**src/rtl/core/bss_pkg.sv**
```systemverilog
// Shared types, codes and helpers for the Bernstein specificity scorer.
// Depends on nothing; every other file of the block imports it.
package bss_pkg;

   // Default number of fractional bits of all fixed-point values.
   localparam int unsigned FRACTION_BITS_DEFAULT = 16;

   // Input mode codes.
   localparam logic [1:0] MODE_CLEAR = 2'd0;
   localparam logic [1:0] MODE_CELL  = 2'd1;
   localparam logic [1:0] MODE_GENE  = 2'd2;

   // Configuration register indexes.
   localparam logic CSR_INV_MEAN_DENSITY = 1'b0;
   localparam logic CSR_CELL_TOTAL       = 1'b1;

   // Shift applied after a product.
   localparam logic [1:0] SH_FRAC = 2'd0;
   localparam logic [1:0] SH_32   = 2'd1;
   localparam logic [1:0] SH_NONE = 2'd2;

   // Saturation width of a product.
   localparam logic [1:0] CAP_32 = 2'd0;
   localparam logic [1:0] CAP_40 = 2'd1;
   localparam logic [1:0] CAP_48 = 2'd2;
   localparam logic [1:0] CAP_64 = 2'd3;

   // round(2^32 / ln 10), turns a natural-log score into log10.
   localparam logic [63:0] INV_LN10_Q32 = 64'd1865280597;

   // ceil(2^65 / 3); a 64-bit value times this, shifted right 65, is value / 3.
   localparam logic [63:0] RECIP3_Q65 = 64'hAAAA_AAAA_AAAA_AAAB;

   // Work kinds after classification.
   typedef enum logic [1:0] {
      KIND_CLEAR,
      KIND_CELL,
      KIND_GENE
   } kind_type;

   // One queued work item.
   typedef struct packed {
      kind_type    kind;
      logic [31:0] member_weight;
      logic [16:0] cell_density;
      logic [47:0] observed;
      logic [16:0] gene_density;
      logic [31:0] gene_mean;
   } item_type;

   // Saturating 64-bit add.
   function automatic logic [63:0] add_sat(input logic [63:0] a, input logic [63:0] b);
      logic [64:0] s;
      s = {1'b0, a} + {1'b0, b};
      return s[64] ? {64{1'b1}} : s[63:0];
   endfunction

endpackage

```
**src/rtl/core/bss_front.sv**
```systemverilog
// Front end: accepts input beats, classifies them and holds them in a
// two-entry queue for the back end. Depends on bss_pkg.
module bss_front (
   input  logic                 clock,
   input  logic                 reset,
   input  logic                 req_valid,
   output logic                 req_ready,
   input  logic [1:0]           req_mode,
   input  logic [31:0]          req_member_weight,
   input  logic [16:0]          req_cell_density,
   input  logic [47:0]          req_observed,
   input  logic [16:0]          req_gene_density,
   input  logic [31:0]          req_gene_mean,
   output logic                 q_valid,
   output bss_pkg::item_type    q_item,
   input  logic                 q_pop
);
   import bss_pkg::*;

   item_type    entry_ff [2];
   logic        wr_ptr_ff, wr_ptr_in;
   logic        rd_ptr_ff, rd_ptr_in;
   logic [1:0]  count_ff, count_in;
   logic        accept;
   logic        push;
   item_type    item_w;

   assign req_ready = (count_ff != 2'd2);
   assign accept    = req_valid && req_ready;
   assign q_valid   = (count_ff != 2'd0);
   assign q_item    = entry_ff[rd_ptr_ff];

   // Classify the beat; the unused mode is dropped here.
   always_comb begin
      item_w.member_weight = req_member_weight;
      item_w.cell_density  = req_cell_density;
      item_w.observed      = req_observed;
      item_w.gene_density  = req_gene_density;
      item_w.gene_mean     = req_gene_mean;
      item_w.kind          = KIND_CLEAR;
      push                 = accept;
      unique case (req_mode)
         MODE_CLEAR: item_w.kind = KIND_CLEAR;
         MODE_CELL:  item_w.kind = KIND_CELL;
         MODE_GENE:  item_w.kind = KIND_GENE;
         default:    push = 1'b0;
      endcase
   end

   // Queue pointers and fill count.
   always_comb begin
      wr_ptr_in = push  ? ~wr_ptr_ff : wr_ptr_ff;
      rd_ptr_in = q_pop ? ~rd_ptr_ff : rd_ptr_ff;
      count_in  = count_ff + {1'b0, push} - {1'b0, q_pop};
   end

   always_ff @(posedge clock) begin
      if (reset) begin
         wr_ptr_ff <= 1'b0;
         rd_ptr_ff <= 1'b0;
         count_ff  <= 2'd0;
      end else begin
         wr_ptr_ff <= wr_ptr_in;
         rd_ptr_ff <= rd_ptr_in;
         count_ff  <= count_in;
      end
   end

   // Queue storage.
   always_ff @(posedge clock) begin
      if (push) begin
         entry_ff[wr_ptr_ff] <= item_w;
      end
   end

endmodule

```
**config.mk**
```make
export PLATFORM = sky130hd
export DESIGN_NAME = bss_front
export DESIGN_NICKNAME = d
export VERILOG_FILES = /design/src/rtl/core/bss_pkg.sv /design/src/rtl/core/bss_front.sv
export SDC_FILE = /design/constraint.sdc
export NUM_CORES = 1
export LEC_CHECK = 0
export BUFFER_PORTS_ARGS = -buffer_cell sky130_fd_sc_hd__clkbuf_2
export CORE_AREA = 2 2 194 139
export CTS_CLUSTER_DIAMETER = 60
export DETAILED_ROUTE_END_ITERATION = 6
export DIE_AREA = 0 0 196 141
export GPL_ROUTABILITY_DRIVEN = 0
export PLACE_DENSITY = 0.77
export SLEW_MARGIN = 20
export SYNTH_ARGS = -nofsm -noshare
export SYNTH_HDL_FRONTEND = slang
export SYNTH_SLANG_ARGS = --single-unit
export TNS_END_PERCENT = 20
```
**constraint.sdc**
```tcl
create_clock -name clock -period 20.5 [get_ports clock]
set_input_delay 4.1 -clock clock [delete_from_list [all_inputs] [get_ports clock]]
set_output_delay 4.1 -clock clock [all_outputs]
set_load 0.02 [all_outputs]
```
# [After elaboration in Yosys (flattened, before gate mapping)]
# Memory sizes are Yosys's and may differ from the RTL's. A register that Yosys moved wholly into a read port is not among the register bits.
# Cells that the tools add are included.
[word_totals] mem_count=1 ff_bits=4 elab_cells=21 in_bits=152 mem_bits_rw=296
[op_classes] n_addsub=2 bitwise_logic=2 n_eq_ne=3 n_reduce_logical=4 muxes=6
[memory_table] memory="entry_ff" depth=2 width=148 read_ports=1 rd_clocked_by_memory_dff=1 write_ports=1 line_no="bss_front.sv:20" source="item_type entry_ff [2];"
[ops] cell="$mux 1" n=5
[ops] cell="$pmux 2 s2" n=1
[ops] cell="$reduce_or 3->1" n=1
[ops] cell="$add 2x1->2" n=1
[ops] cell="$eq 2x1->1 const B" n=1
[ops] cell="$eq 2x2->1 const B" n=1
[ops] cell="$logic_not 2->1" n=1
[ops] cell="$ne 2x2->1 const B" n=1
[ops] cell="$not 1->1" n=2
[ops] cell="$reduce_bool 2->1" n=1
[ops] cell="$sub 2x1->2" n=1
[ops] cell="$logic_and 1x1->1" n=1

# [Logic depth before layout (Yosys ltp)]
[logic_depth] word_depth=5 depth_mapped=8 ltp_nobuf=8

# [Worst setup path after synthesis]
# No wires, ideal clock.
[synth_timing] kind="input port to flip-flop" from="input port req_valid" to="memory entry_ff[1][0] (netlist bit), enable pin" cell_stages=3 arrival_ps=10647 required_time_ps=19843 slack_ps=9195 setup_ps=657 cell_sequence="a21bo_2 > nand2b_1 > nor2_1"
[synth_between] elab_chain_len=4
[synth_lines] item="start: declaration" line_no="bss_front.sv:6" source="input logic req_valid,"
[synth_lines] item="$logic_and 1x1->1" line_no="bss_front.sv:29" source="assign accept = req_valid && req_ready;"
[synth_lines] item="$mux 1" line_no="bss_front.sv:42" source="unique case (req_mode)"
[synth_lines] item="$mux 1" line_no="bss_front.sv:71" source="if (push) begin"
[synth_lines] item="$mux 1 (implied by the code)" line_no="bss_front.sv:72" source="entry_ff[wr_ptr_ff] <= item_w;"
[synth_lines] item="end: declaration" line_no="bss_front.sv:20"
# Every way passes these cells.

==> impl_metrics.tcl <==
set metrics [dict create \
    cts_resized 0 \
    rsz0062_at_grt "false" \
    synth.top_cells.by_area "edfxtp_1 81%, mux2_2 15%, buf_6 1.2%" \
    cts_tree "yes" \
    reg2reg_to "entry_ff[0][81]" \
    maxCapViolations 0 \
    drc 0 \
    hold_buffers 0 \
    finalMaxSlewViolations 0 \
    setup_violations 0 \
    slew_headroom_pct 31.06 \
    antenna_found_initial 0 \
    crit_path_end_kind "output port" \
    place_ws_ns 13.67 \
    n_fill_cell 2127 \
    crit_family "buffers and inverters" \
    crit_buf_inv 2 \
    ant_nets 0 \
    path_max_fanout 75 \
    regArea_sq_mm 0.008992 \
    wirelength_microns 20790 \
    worstSkewPairLatency_ns 0.52 \
    start_kind "flop" \
    grtUsageTotal_pct 14.38 \
    area_growth_pct 24.09 \
    avgSynthCellArea_sq_um 22.40 \
    p_sw_mw 0.3444 \
    hold_depth 2 \
    num_rows 50 \
    synth_top_area_cell "edfxtp_1" \
    fin_skew_ns 0.005489 \
    seqPwrFrac_pct 52.6 \
    drive_above_1_share_pct 59.73 \
    p_comb_share_pct 14.1 \
    grt_overflow_total 0 \
    yosys_warnings 0 \
    max_stage_delay_ns 0.98 \
    dieArea_sq_mm 0.02764 \
    grt_max_degree 79 \
    reg2reg_depth 4 \
    hpwlAfterDp_microns 13720 \
    die_h_microns 141 \
    drt-initial-drc-count 220 \
    cts_setup_buffers 0 \
    setup_tns_ns 0 \
    clk_pin_slew_ns 0.06 \
    synthCells 490 \
    yosysSeqAreaShare_pct 81.89 \
    coreArea_sq_mm 0.02603 \
    netlist.area_leader.share_pct 80.98 \
    switching_share_pct 24.21 \
    clockBufferDepth 3 \
    intPower_mw 1.078 \
    cts_root_buffer "clkbuf_16" \
    worst_pin_slew_ns 1.034 \
    cts.sinks 301 \
    setup_ws_ns 13.30 \
    antenna_cells 0 \
    min_period_ns 7.201 \
    holdCritPathClass "flop to flop" \
    ys_ff_latch 301 \
    synth_nets 643 \
    p_clk_share_pct 33.3 \
    path_cells "buf_4, mux2_2, clkbuf_2" \
    worst-setup-path-type "flop to output port" \
    nets 962 \
    htreeDepth 1 \
    power.leakage_nw 5.081 \
    status "complete, no violations" \
    rr_startpoint "count_ff[0]" \
    multi_input_area_sq_mm 0.001821 \
    grt_pass1_wl_microns 31150 \
    critPathSlowestCell "dfxtp_4" \
    ioPinCount 302 \
    vias 5599 \
    io_buffer_count 301 \
    drt-pass1-iter-count 4 \
    p_per_area_mw_per_mm2 104.4 \
    grt_pass1_vias 5720 \
    cts_inserted_buffers 28 \
    max_freq_ghz 0.1389 \
    cp.arrival_ns 3.10 \
    post-route-util_pct 52.34 \
    initial_core_util_pct 42.18 \
    viasPerCell 4.806 \
    netlist_area_sq_mm 0.01098 \
    hold_violations 0 \
    avgRoutedWirePerCell_microns 17.84 \
    ys_types 20 \
    post-route-period-util_pct 35.13 \
    die_w_microns 196 \
    peakVddDrop_uv 92.81 \
    hold_start "rd_ptr_ff" \
    reg2reg_slack_ns 17.58 \
    required_ns 16.40 \
]
## power groups by stage
stage               logic (mW)  registers [mW]  clock network (mW)
global placement         0.199           0.759                   0
global route             0.213           0.753               0.510
detailed placement       0.202           0.762                   0
floorplan                0.137           0.761                   0
CTS                      0.203           0.750               0.486
finish                   0.200           0.749               0.474
## sequential cells by signal (all words and copies together), names as in the netlist, named ones only
register	cells
entry_ff	296
count_ff	2
rd_ptr_ff	1
wr_ptr_ff	1
## synthesized netlist by cell type (all sizes together)
cell type and n:
o2111ai 1, dfxtp 5, inv 4, or2 1, mux2 148, nor2b 2, and2b 2, a21oi 1
nand2b 1, xnor2 3, or3 1, a21bo 2, ha 1, buf 16, nor2 4, o21ai 2
edfxtp 296
## metrics by stage
step / hold slack [ns] / cell area (sq um) / std cells / power, mW
floorplan: 0.4562 / 10980 / 490 / 0.8973
global placement: 0.4853 / 12790 / 1117 / 0.9584
detailed placement: 0.5093 / 12790 / 1117 / 0.9646
CTS: 0.5438 / 13620 / 1165 / 1.439
global route: 0.5741 / 13620 / 1165 / 1.476
finish: 0.5426 / 13620 / 1165 / 1.423
## layer usage
metal	track usage, %	part of all wire (%)
met4	3.270	1.9
met3	4.426	7.7
met2	22.98	46
met1	19.49	44
met5	0	0
## tightest hold or removal path, stage by stage (launching register included)
cell and delay, ns:
dfxtp_1 0.34, xnor2_1 0.09, nor2_1 0.08
## worst max-delay path by stage
stage | to | cells after the start | startpoint | slack, ns
6_report | q_item[66] | 3 | flop | 13.30
5_1_grt | q_item[66] | 3 | flop | 13.07
4_1_cts | q_item[66] | 3 | flop | 13.22
3_5_place_dp | entry_ff[0][121] | 5 | req_mode[0] | 13.67
3_3_place_gp | entry_ff[0][80] | 5 | req_mode[0] | 13.75
2_1_floorplan | entry_ff[1][0] | 3 | req_valid | 9.20
## placed cells by master (no fill, tap or decap)
master,n
nand2b_1,1
nor2_1,3
dfxtp_1,4
buf_4,4
or3_1,1
edfxtp_1,296
inv_6,1
a21bo_2,2
bufinv_16,1
clkbuf_2,301
and2b_1,1
mux2_2,148
clkinv_1,7
a21oi_1,1
clkbuf_16,29
clkbuf_1,7
or2_2,1
ha_1,1
o21ai_0,2
nor2_4,1
o2111ai_1,1
nor2b_1,2
xnor2_1,3
inv_1,3
dfxtp_4,1
clkinv_2,4
and2b_4,1
## logic make-up after synthesis
group	synth area share (%)
adders and majority gates	0.1140
muxes	15.18
buffers and inverters	1.596
xor gates and xnor gates	0.2394
DFF	81.89
AOI/OAI and AO/OA	0.3989
and+or+nand+nor	0.5814
## cell type report
cell class,count,share of cell area [%]
flip-flops and latches,301,66.02
multi-input cells,169,13.37
repair buffers,305,11.28
clock buffers,36,5.521
well taps,338,3.105
clock inverters,12,0.5604
inverters,4,0.1470
(Power assumes the default switching activity.)
